--- config.mk ---
export PLATFORM = sky130hd
export DESIGN_NAME = tick_task_scheduler
export DESIGN_NICKNAME = d
export VERILOG_FILES = /design/src/tts_pkg.sv /design/src/tick_task_scheduler.sv
export VERILOG_INCLUDE_DIRS = /design/src /design/src/src
export SDC_FILE = /design/constraint.sdc
export NUM_CORES = 1
export LEC_CHECK = 0
export BUFFER_PORTS_ARGS = -buffer_cell sky130_fd_sc_hd__buf_2
export CAP_MARGIN = 25
export CORE_MARGIN = 2
export CORE_UTILIZATION = 55
export CTS_CLUSTER_SIZE = 30
export DETAILED_ROUTE_END_ITERATION = 8
export GPL_TIMING_DRIVEN = 0
export PLACE_DENSITY = 0.81
export SYNTH_ARGS = -nofsm -noshare
export SYNTH_HDL_FRONTEND = slang
export SYNTH_SLANG_ARGS = --single-unit
export TNS_END_PERCENT = 30
--- constraint.sdc ---
create_clock -name clk_i -period 12.24 [get_ports clk_i]
set_input_delay 3.672 -clock clk_i [delete_from_list [all_inputs] [get_ports clk_i]]
set_output_delay 3.672 -clock clk_i [all_outputs]
set_load 0.03 [all_outputs]
--- src/tick_task_scheduler_macros.svh ---
// assertion macros shared by the scheduler rtl
`ifndef TICK_TASK_SCHEDULER_MACROS_SVH
`define TICK_TASK_SCHEDULER_MACROS_SVH

// property checked at every clock edge outside reset
`define TTS_ASSERT(name, prop, msg) \
  name: assert property (@(posedge clk_i) disable iff (!rst_ni) (prop)) \
    else $error(msg);

// condition in one cycle implies a property in the next
`define TTS_ASSERT_NEXT(name, pre, post, msg) \
  name: assert property (@(posedge clk_i) disable iff (!rst_ni) (pre) |=> (post)) \
    else $error(msg);

`endif

--- src/tts_pkg.sv ---
// types and constants of the tick task scheduler
`timescale 1ns / 1ps

package tts_pkg;

  // input modes
  localparam logic [1:0] MODE_ADD  = 2'd0;
  localparam logic [1:0] MODE_TICK = 2'd1;
  localparam logic [1:0] MODE_DISP = 2'd2;

  // result kinds
  localparam logic [1:0] KIND_ADDED = 2'd0;
  localparam logic [1:0] KIND_FULL  = 2'd1;
  localparam logic [1:0] KIND_RUN   = 2'd2;

  // field widths
  localparam int unsigned CountW = 13;
  localparam int unsigned PendW  = 8;
  localparam int unsigned MsW    = 16;
  localparam int unsigned SlotW  = 3;

  // most results one dispatch may produce
  localparam int unsigned MaxOut = 8;
  localparam logic [PendW-1:0] PendMax = 8'hFF;

  // divide by ten: x * 52429 >> 19 is exact for 16 bit x
  localparam int unsigned Div10MulW = 17;
  localparam logic [Div10MulW-1:0] Div10Mul = 17'd52429;
  localparam int unsigned Div10Shift = 19;
  localparam int unsigned ProdW = MsW + Div10MulW;

  // one task table entry
  typedef struct packed {
    logic [CountW-1:0] countdown;
    logic [CountW-1:0] period;
    logic [PendW-1:0]  pending;
  } entry_t;

endpackage

--- src/tick_task_scheduler.sv ---
// tick task scheduler: task table in a synchronous memory with a slot walker
//
// Input channel (in_valid_i / in_stall_o) takes one item: mode_i selects add,
// tick or dispatch; delay_ms_i and period_ms_i matter for add only. Output
// channel (out_valid_o / out_stall_i) gives results kind_o, slot_o, last_o.
// An add gives one result (task added with its slot, or table full), a tick
// gives none, a dispatch gives one result per slot with pending runs, at most
// eight, the final one with last_o set. Mode three is taken and ignored.
// Slots fill in order and are never freed, so a fill count marks valid slots.
// An add runs the divide by ten multiply, the memory write, then the result.
// Tick and dispatch walk the filled slots through the single table memory,
// one slot per cycle unless a dispatch walk is paused, with read and write
// back overlapped. The next item is taken once the last result of the
// current one sits in the output register; a stalled output holds its result
// and pauses a dispatch walk only when a second result is ready to leave.
// Reset (rst_ni low) empties the table and drops any result in flight; the
// memory itself is not cleared since only filled slots are ever read.
`timescale 1ns / 1ps
`include "tick_task_scheduler_macros.svh"

module tick_task_scheduler #(
  parameter int unsigned TASK_SLOTS = 8
) (
  input  logic        clk_i,
  input  logic        rst_ni,
  input  logic        in_valid_i,
  output logic        in_stall_o,
  input  logic [1:0]  mode_i,
  input  logic [15:0] delay_ms_i,
  input  logic [15:0] period_ms_i,
  output logic        out_valid_o,
  input  logic        out_stall_i,
  output logic [1:0]  kind_o,
  output logic [2:0]  slot_o,
  output logic        last_o
);

  localparam int unsigned IdxW = (TASK_SLOTS > 1) ? $clog2(TASK_SLOTS) : 1;
  localparam int unsigned CntW = $clog2(TASK_SLOTS + 1);
  localparam int unsigned SlotW = tts_pkg::SlotW;
  localparam int unsigned NW = $clog2(tts_pkg::MaxOut + 1);

  localparam logic [1:0] ST_IDLE = 2'd0;
  localparam logic [1:0] ST_ADD  = 2'd1;
  localparam logic [1:0] ST_WALK = 2'd2;
  localparam logic [1:0] ST_FIN  = 2'd3;

  logic [1:0] state_q, state_d;
  logic [CntW-1:0] fill_q, fill_d;
  logic [CntW-1:0] rd_cnt_q, rd_cnt_d;
  logic p_valid_q, p_valid_d;
  logic [IdxW-1:0] p_idx_q, p_idx_d;
  logic walk_disp_q, walk_disp_d;
  logic [NW-1:0] n_q, n_d;
  logic hold_valid_q, hold_valid_d;
  logic [1:0] hold_kind_q, hold_kind_d;
  logic [SlotW-1:0] hold_slot_q, hold_slot_d;
  logic out_valid_q;
  logic [1:0] out_kind_q;
  logic [SlotW-1:0] out_slot_q;
  logic out_last_q;
  logic [tts_pkg::ProdW-1:0] dly_prod_q, per_prod_q;

  // table memory
  tts_pkg::entry_t mem_q [TASK_SLOTS];
  tts_pkg::entry_t rd_q;
  tts_pkg::entry_t wdata;
  logic rd_en, wr_en;
  logic [IdxW-1:0] raddr, waddr;

  logic accept, out_free, table_full;
  logic emit, emit_last;
  logic found, block, advance;
  logic [tts_pkg::CountW-1:0] cd_dec;
  tts_pkg::entry_t tick_ent;
  logic [IdxW+SlotW-1:0] p_ext;
  logic [CntW+SlotW-1:0] fill_ext;

  assign in_stall_o = (state_q != ST_IDLE);
  assign accept     = in_valid_i && !in_stall_o;
  assign out_free   = !out_valid_q || !out_stall_i;
  assign table_full = (fill_q == CntW'(TASK_SLOTS));

  // slot indexes masked to the 3 bit result field
  assign p_ext    = {{SlotW{1'b0}}, p_idx_q};
  assign fill_ext = {{SlotW{1'b0}}, fill_q};

  // tick update of the entry under the walker
  always_comb begin
    tick_ent = rd_q;
    cd_dec   = rd_q.countdown - 1'b1;
    if (rd_q.countdown != '0) begin
      tick_ent.countdown = cd_dec;
      if (cd_dec == '0) begin
        tick_ent.countdown = rd_q.period;
        if (rd_q.pending != tts_pkg::PendMax) begin
          tick_ent.pending = rd_q.pending + 1'b1;
        end
      end
    end
  end

  // dispatch: slot with pending work, within the result budget
  assign found = (state_q == ST_WALK) && p_valid_q && walk_disp_q &&
                 (rd_q.pending != '0) && (n_q < NW'(tts_pkg::MaxOut));
  assign block   = found && hold_valid_q && !out_free;
  assign advance = !block;

  // memory port control
  always_comb begin
    rd_en = 1'b0;
    wr_en = 1'b0;
    raddr = rd_cnt_q[IdxW-1:0];
    waddr = p_idx_q;
    wdata = tick_ent;
    unique case (state_q)
      ST_ADD: begin
        wr_en = 1'b1;
        waddr = fill_q[IdxW-1:0];
        wdata.countdown = dly_prod_q[tts_pkg::Div10Shift +: tts_pkg::CountW] + 1'b1;
        wdata.period    = per_prod_q[tts_pkg::Div10Shift +: tts_pkg::CountW];
        wdata.pending   = '0;
      end
      ST_WALK: begin
        rd_en = advance && (rd_cnt_q < fill_q);
        if (walk_disp_q) begin
          wdata.countdown = rd_q.countdown;
          wdata.period    = rd_q.period;
          wdata.pending   = rd_q.pending - 1'b1;
          wr_en = found && advance;
        end else begin
          wr_en = p_valid_q;
        end
      end
      default: begin
      end
    endcase
  end

  always_ff @(posedge clk_i) begin
    if (wr_en) begin
      mem_q[waddr] <= wdata;
    end
    if (rd_en) begin
      rd_q <= mem_q[raddr];
    end
  end

  // divide by ten products for an add
  always_ff @(posedge clk_i) begin
    if (accept) begin
      dly_prod_q <= tts_pkg::ProdW'(delay_ms_i) * tts_pkg::ProdW'(tts_pkg::Div10Mul);
      per_prod_q <= tts_pkg::ProdW'(period_ms_i) * tts_pkg::ProdW'(tts_pkg::Div10Mul);
    end
  end

  // sequencer
  always_comb begin
    state_d      = state_q;
    fill_d       = fill_q;
    rd_cnt_d     = rd_cnt_q;
    p_valid_d    = p_valid_q;
    p_idx_d      = p_idx_q;
    walk_disp_d  = walk_disp_q;
    n_d          = n_q;
    hold_valid_d = hold_valid_q;
    hold_kind_d  = hold_kind_q;
    hold_slot_d  = hold_slot_q;
    emit         = 1'b0;
    emit_last    = 1'b0;
    unique case (state_q)
      ST_IDLE: begin
        if (accept) begin
          priority if (mode_i == tts_pkg::MODE_ADD) begin
            if (table_full) begin
              hold_valid_d = 1'b1;
              hold_kind_d  = tts_pkg::KIND_FULL;
              hold_slot_d  = '0;
              state_d      = ST_FIN;
            end else begin
              state_d = ST_ADD;
            end
          end else if (mode_i == tts_pkg::MODE_TICK || mode_i == tts_pkg::MODE_DISP) begin
            walk_disp_d = (mode_i == tts_pkg::MODE_DISP);
            rd_cnt_d    = '0;
            p_valid_d   = 1'b0;
            n_d         = '0;
            state_d     = ST_WALK;
          end else begin
            state_d = ST_IDLE;
          end
        end
      end
      ST_ADD: begin
        hold_valid_d = 1'b1;
        hold_kind_d  = tts_pkg::KIND_ADDED;
        hold_slot_d  = fill_ext[SlotW-1:0];
        fill_d       = fill_q + 1'b1;
        state_d      = ST_FIN;
      end
      ST_WALK: begin
        if (advance) begin
          if (found) begin
            emit         = hold_valid_q;
            hold_valid_d = 1'b1;
            hold_kind_d  = tts_pkg::KIND_RUN;
            hold_slot_d  = p_ext[SlotW-1:0];
            n_d          = n_q + 1'b1;
          end
          p_valid_d = rd_en;
          p_idx_d   = rd_cnt_q[IdxW-1:0];
          if (rd_en) begin
            rd_cnt_d = rd_cnt_q + 1'b1;
          end else if (!p_valid_q) begin
            state_d = ST_FIN;
          end
        end
      end
      ST_FIN: begin
        if (!hold_valid_q) begin
          state_d = ST_IDLE;
        end else if (out_free) begin
          emit         = 1'b1;
          emit_last    = 1'b1;
          hold_valid_d = 1'b0;
          state_d      = ST_IDLE;
        end
      end
      default: begin
        state_d = ST_IDLE;
      end
    endcase
  end

  // control registers
  always_ff @(posedge clk_i or negedge rst_ni) begin
    if (!rst_ni) begin
      state_q      <= ST_IDLE;
      fill_q       <= '0;
      rd_cnt_q     <= '0;
      p_valid_q    <= 1'b0;
      walk_disp_q  <= 1'b0;
      n_q          <= '0;
      hold_valid_q <= 1'b0;
      out_valid_q  <= 1'b0;
    end else begin
      state_q      <= state_d;
      fill_q       <= fill_d;
      rd_cnt_q     <= rd_cnt_d;
      p_valid_q    <= p_valid_d;
      walk_disp_q  <= walk_disp_d;
      n_q          <= n_d;
      hold_valid_q <= hold_valid_d;
      if (out_free) begin
        out_valid_q <= emit;
      end
    end
  end

  // payload registers
  always_ff @(posedge clk_i) begin
    p_idx_q     <= p_idx_d;
    hold_kind_q <= hold_kind_d;
    hold_slot_q <= hold_slot_d;
    if (out_free && emit) begin
      out_kind_q <= hold_kind_q;
      out_slot_q <= hold_slot_q;
      out_last_q <= emit_last;
    end
  end

  assign out_valid_o = out_valid_q;
  assign kind_o      = out_kind_q;
  assign slot_o      = out_slot_q;
  assign last_o      = out_last_q;

  // checks
  `TTS_ASSERT(a_fill_range, fill_q <= CntW'(TASK_SLOTS), "fill count beyond table size")
  `TTS_ASSERT(a_walk_range, (state_q != ST_WALK) || (rd_cnt_q <= fill_q), "walker past fill")
  `TTS_ASSERT(a_budget, n_q <= NW'(tts_pkg::MaxOut),
              "dispatch result budget exceeded")
  `TTS_ASSERT(a_single_last,
              !out_valid_q || out_kind_q == tts_pkg::KIND_RUN || out_last_q,
              "add result without last")
  `TTS_ASSERT_NEXT(a_add_fill, state_q == ST_ADD, fill_q == $past(fill_q) + 1'b1,
                   "add did not take a slot")

endmodule
* Yosys cells after proc, flatten, opt, wreduce, memory -nomap -nowiden *
Memories as Yosys holds them, arrays and structs flattened. A register that Yosys moved wholly into a read port is not among the register bits.
Cells that the tools add are included.

cells by class
  $add $sub $neg = 7
  $mul = 2
  div/mod/pow operators = 0
  magnitude comparators = 2
  eq/ne operators = 18
  shift operators = 0
  mux-type cells = 62
  bitwise logic cells = 2
  reduce and logical (&&, ||, !) cells = 33

operators by type and width
  operator                                                               count
  34-bit one-hot mux with 2 select lines                                 1
  16-bit by 16-bit multiplier with 32-bit output, second input constant  2
  34-bit 2-to-1 mux                                                      1
  2-bit 2-to-1 mux                                                       14
  4-bit 2-to-1 mux                                                       7
  13-bit 2-to-1 mux                                                      2
  8-bit 2-to-1 mux                                                       3
  2-bit inequality test, second input constant                           10
  1-bit 2-to-1 mux                                                       19
  3-bit 2-to-1 mux                                                       6
  6-bit AND reduction                                                    3
  4-bit one-hot mux with 2 select lines                                  2
  5-bit AND reduction                                                    3
  13-bit by 1-bit adder with 13-bit output, second input constant        1
  13-bit zero test                                                       1
  13-bit nonzero test                                                    1
  13-bit by 1-bit subtractor with 13-bit output, second input constant   1
  4-bit by 1-bit adder with 4-bit output, second input constant          3
  1-bit logical AND                                                      10
  3-bit one-hot mux with 3 select lines                                  1
  8-bit by 1-bit adder with 8-bit output, second input constant          1
  8-bit inequality test, second input constant                           1
  2-bit one-hot mux with 4 select lines                                  1
  8-bit nonzero test                                                     1
  other kinds (18)                                                       31

storage, ports and cells
  register bits after elaboration = 96
  bits in latches = 0
  memory bits (writable) = 272
  memory bits (read-only) = 0
  output and inout port bits = 8
  logic and storage cells = 143
  memories = 1

memories
  memory  depth  width  read ports  clocked after memory_dff  write ports  line                       RTL
  mem_q   8      34     1           1                         1            tick_task_scheduler.sv:65  tts_pkg::entry_t mem_q [TASK_SLOTS];

* Longest topological paths before layout *
  depth after elaboration = 13
  depth in mapped cells = 21
  gate-level depth less buffers = 21

* Worst setup path before layout *
OpenSTA, ideal clock, no wires.

  path kind = input to register
  from = input period_ms_i[7]
  to = register per_prod_q[30] (netlist bit), data pin
  library setup time = 0.262 ns
  arrival = 8.372 ns
  required time = 11.978 ns
  setup slack = 3.606 ns
  stages on the path = 19
  buffers on the path = 0
  cell sequence = ha_1 > inv_1 > fa_1 > inv_1 > fa_1 > fa_1 > inv_1 > fa_1 > fa_1 > inv_1 > ha_1 > a211oi_1 > o21ai_0 > a31o_2 > and2_1 > o311a_1 > o41ai_2 > o21bai_1 > xor2_1

on the way
  cells in the longest elaborated chain, start to end = 1

ends and longest elaborated chain
  item                                            line                        RTL
  from (decl)                                     tick_task_scheduler.sv:30   input logic [15:0] period_ms_i,
  16-bit by 16-bit multiplier with 32-bit output  tick_task_scheduler.sv:153  per_prod_q <= tts_pkg::ProdW'(period_ms_i) * tts_pkg::ProdW'(tts_pkg::Div10Mul);
  to (signal assigned)                            tick_task_scheduler.sv:153
  to (decl)                                       tick_task_scheduler.sv:62   logic [tts_pkg::ProdW-1:0] dly_prod_q, per_prod_q;

No other way between the ends.
A chain may end at the register's enable or synchronous reset.

* Final worst setup path *
  from = input delay_ms_i[9]
  to = register dly_prod_q[31] (netlist bit), data pin

on the way
  cells in the longest elaborated chain, start to end = 1

ends and longest elaborated chain
  item                                            line                        RTL
  from (decl)                                     tick_task_scheduler.sv:29   input logic [15:0] delay_ms_i,
  16-bit by 16-bit multiplier with 32-bit output  tick_task_scheduler.sv:152  dly_prod_q <= tts_pkg::ProdW'(delay_ms_i) * tts_pkg::ProdW'(tts_pkg::Div10Mul);
  to (signal assigned)                            tick_task_scheduler.sv:152
  to (decl)                                       tick_task_scheduler.sv:62

No other way between the ends.

==> reports/metrics.cfg <==
[flow_run]
drv_cap=0

[clock_tree]
clkSinkCount=364
cts_hold_buf=0
clk_pin_slew_ns=0.06
cts_setup_buffers=0
cts_buffers=38
cts_tree=done
clockRootBuffer=clkbuf_16
clk_latency_ns=0.53
post_cts_resize_count=0
cts_buffer_depth=3
htreeDepth=2

[die]
initial_utilization=0.554
core-area_sq_um=42900
die_h_um=212
die_width_um=212
rows=76
dieArea_sq_um=44800
ios=46

[timing]
rsz0062_at_grt=false
skew_ns=0.0222
setup_tns_ns=0
fin_crit_sh=0.725
hold_violations=0
drv_slew=0
min_period_ns=8.88
clock.fmax_mhz=113
max-slew-margin-rel=0.257
setup_viol=0
worstMarginPinSlew_ns=1.10

[critical_path]
cpMaxStageDelayCell=o311ai_0
worstSetupPathType=input port to flip-flop
path_cells=buf_2, ha_1, ha_1, ha_1, fa_1, fa_1, fa_1, ha_1, a41oi_1, o21ai_0, o311ai_0, o22a_1, a21oi_1, o41ai_1, o21ba_2, xnor2_1
cp_max_fo=5
critical-path-max-stage-delay_ns=0.94
reg2reg_slack_ns=8.22
reg2regPathDepth=12
r2r-start=state_q[0]
critical_path_arrival_ns=9.14
worstPathRequired_ns=12.50
reg2reg_to=mem_q[1][20]
cp_num_buf_inv=1
critPathLaunchType=input port
cp_common_cell=ha_1
end_kind=flip-flop
worst_path_dominant_cell_family=adder cells

[final_layout]
nets=2297
diodes=0
multi_input_area_sq_um=11600
nFillCells=3105
drive_gt1_frac=0.134
register_area_sq_um=10800
area_growth_pct=10.0

[min_path]
hp-start=hold_slot_q[1]
min_path_type=flip-flop to flip-flop
hold_end=slot_o[1]
hold_path_depth=0

[placed_design]
io_buffers=45
place_congestion=0.906
place_hpwl_mm=37.7

[synth]
syn_area_per_cell_sq_um=13.8
syn_inst=1723
ys_types=72
synth_area_sq_um=23700
synthMostInstantiatedCell=edfxtp_1
synth-edff-count=346
netlist.area_leader.share=0.438
synth_common_cells=346 x edfxtp_1, 304 x inv_1, 281 x ha_1
yosys-top-cells-area=edfxtp_1 44%, ha_1 15%, fa_1 13%, mux4_2 6.5%, inv_1 4.8%
ys_async_sr_fraction=0.0495
ys_seq_elements=364
yosysTopAreaCell=edfxtp_1
yosysSeqAreaShare=0.457
yosys_most_used_dff=edfxtp_1
syn_nets=2201
yosys_warnings=0

[outcome]
run_status=finished, violations left
violations=design-rule violations

[global_routing]
track_usage=0.241
grt_pass1_vias=15200
gr-total-overflow=0
grt.busiest_layer=met2
grt_pass1_wl_mm=82.2
antenna_found_initial=0
use_met3=0.0359
grt_max_degree=27
met2_usage=0.413
grtUsageMet1=0.312

[drt]
wl_per_cell_um=21.1
wl_mm=51.2
num_vias=14200
via_per_inst=5.82
dr.pass1.iters=8
drc=1
drt_iter0_markers=1194
postRouteAntennaNets=0

[power_and_ir_drop]
ir_drop_v=0.000137
p_leak_uw=0.0108
p_total_uw=6590
powerDensity_nw_per_um2=252

==> power breakdown <==
| group | switching [uW] | internal (uW) |
|---|---|---|
| clock | 454 | 618 |
| sequential | 149 | 1980 |
| combinational | 2010 | 1380 |
| total | 2620 | 3980 |
==> metrics by stage <==
stage	util	area, sq um	worst slack [ns]	hold WS (ns)	std cells
6_report	0.609	26100	3.36	0.417	2431
3_5_place_dp	0.582	25000	2.90	0.405	2363
4_1_cts	0.609	26100	3.41	0.418	2430
5_1_grt	0.609	26100	3.15	0.429	2431
2_1_floorplan	-	23700	3.61	0.400	1723
3_3_place_gp	0.576	24700	2.91	0.400	2353
==> worst max path at each step <==
stage	start	to	slack [ns]	cells after the start
CTS	delay_ms_i[9]	dly_prod_q[31]	3.41	16
global route	delay_ms_i[9]	dly_prod_q[31]	3.15	16
floorplan	period_ms_i[7]	per_prod_q[30]	3.61	19
finish	delay_ms_i[9]	dly_prod_q[31]	3.36	16
detailed placement	delay_ms_i[9]	dly_prod_q[31]	2.90	16
global placement	delay_ms_i[9]	dly_prod_q[31]	2.91	16
==> state kept, by name (all words and copies together), names as in the netlist, 4 cells and up <==
signal and flops:
mem_q 272, rd_q 34, dly_prod_q 13, per_prod_q 13, fill_q 4, n_q 4
rd_cnt_q 4
==> final cells by class <==
type	count	share of cell area
multi-input cells	1012	0.446
flip-flops and latches	364	0.415
inverters	305	0.0438
clock buffers	51	0.0399
well taps	585	0.0280
repair buffers	56	0.0167
plain buffers	42	0.00675
clock inverters	16	0.00412
==> cell families (layout without fill, tap and decap cells) <==
group	count (synthesis)	count (layout)	synth area share
adder cells (fa/ha/maj)	440	440	0.282
flip-flops	364	364	0.457
buffers and inverters	347	470	0.0557
AND/OR/NAND/NOR	203	203	0.0414
AO/OA/AOI/OAI	198	198	0.0574
multiplexers	109	109	0.0839
XOR/XNOR	62	62	0.0229
==> per-layer routing <==
layer	vias up	part of all wire
li1	6359	-
met1	7126	0.40
met2	546	0.50
met3	124	0.066
met4	0	0.036
met5	-	0
==> layout by cell type (no fill, tap or decap), types with 8 or more instances in the layout <==
cell type,instances
edfxtp_1,346
inv_1,304
ha_1,281
fa_1,159
mux4_2,68
nand2_1,52
buf_2,48
nor2_1,46
clkbuf_1,40
mux2_2,39
clkbuf_16,39
o21ai_0,37
a21oi_1,34
xor2_1,31
xnor2_1,31
nor3_1,20
nand3_1,19
a22oi_1,18
dfrtp_1,18
a21o_1,16
a22o_1,15
nand4_1,12
a211oi_1,10
o21a_1,10
o22ai_1,10
buf_12,9
nor2_4,8
Power figures use the tool's default switching activity.
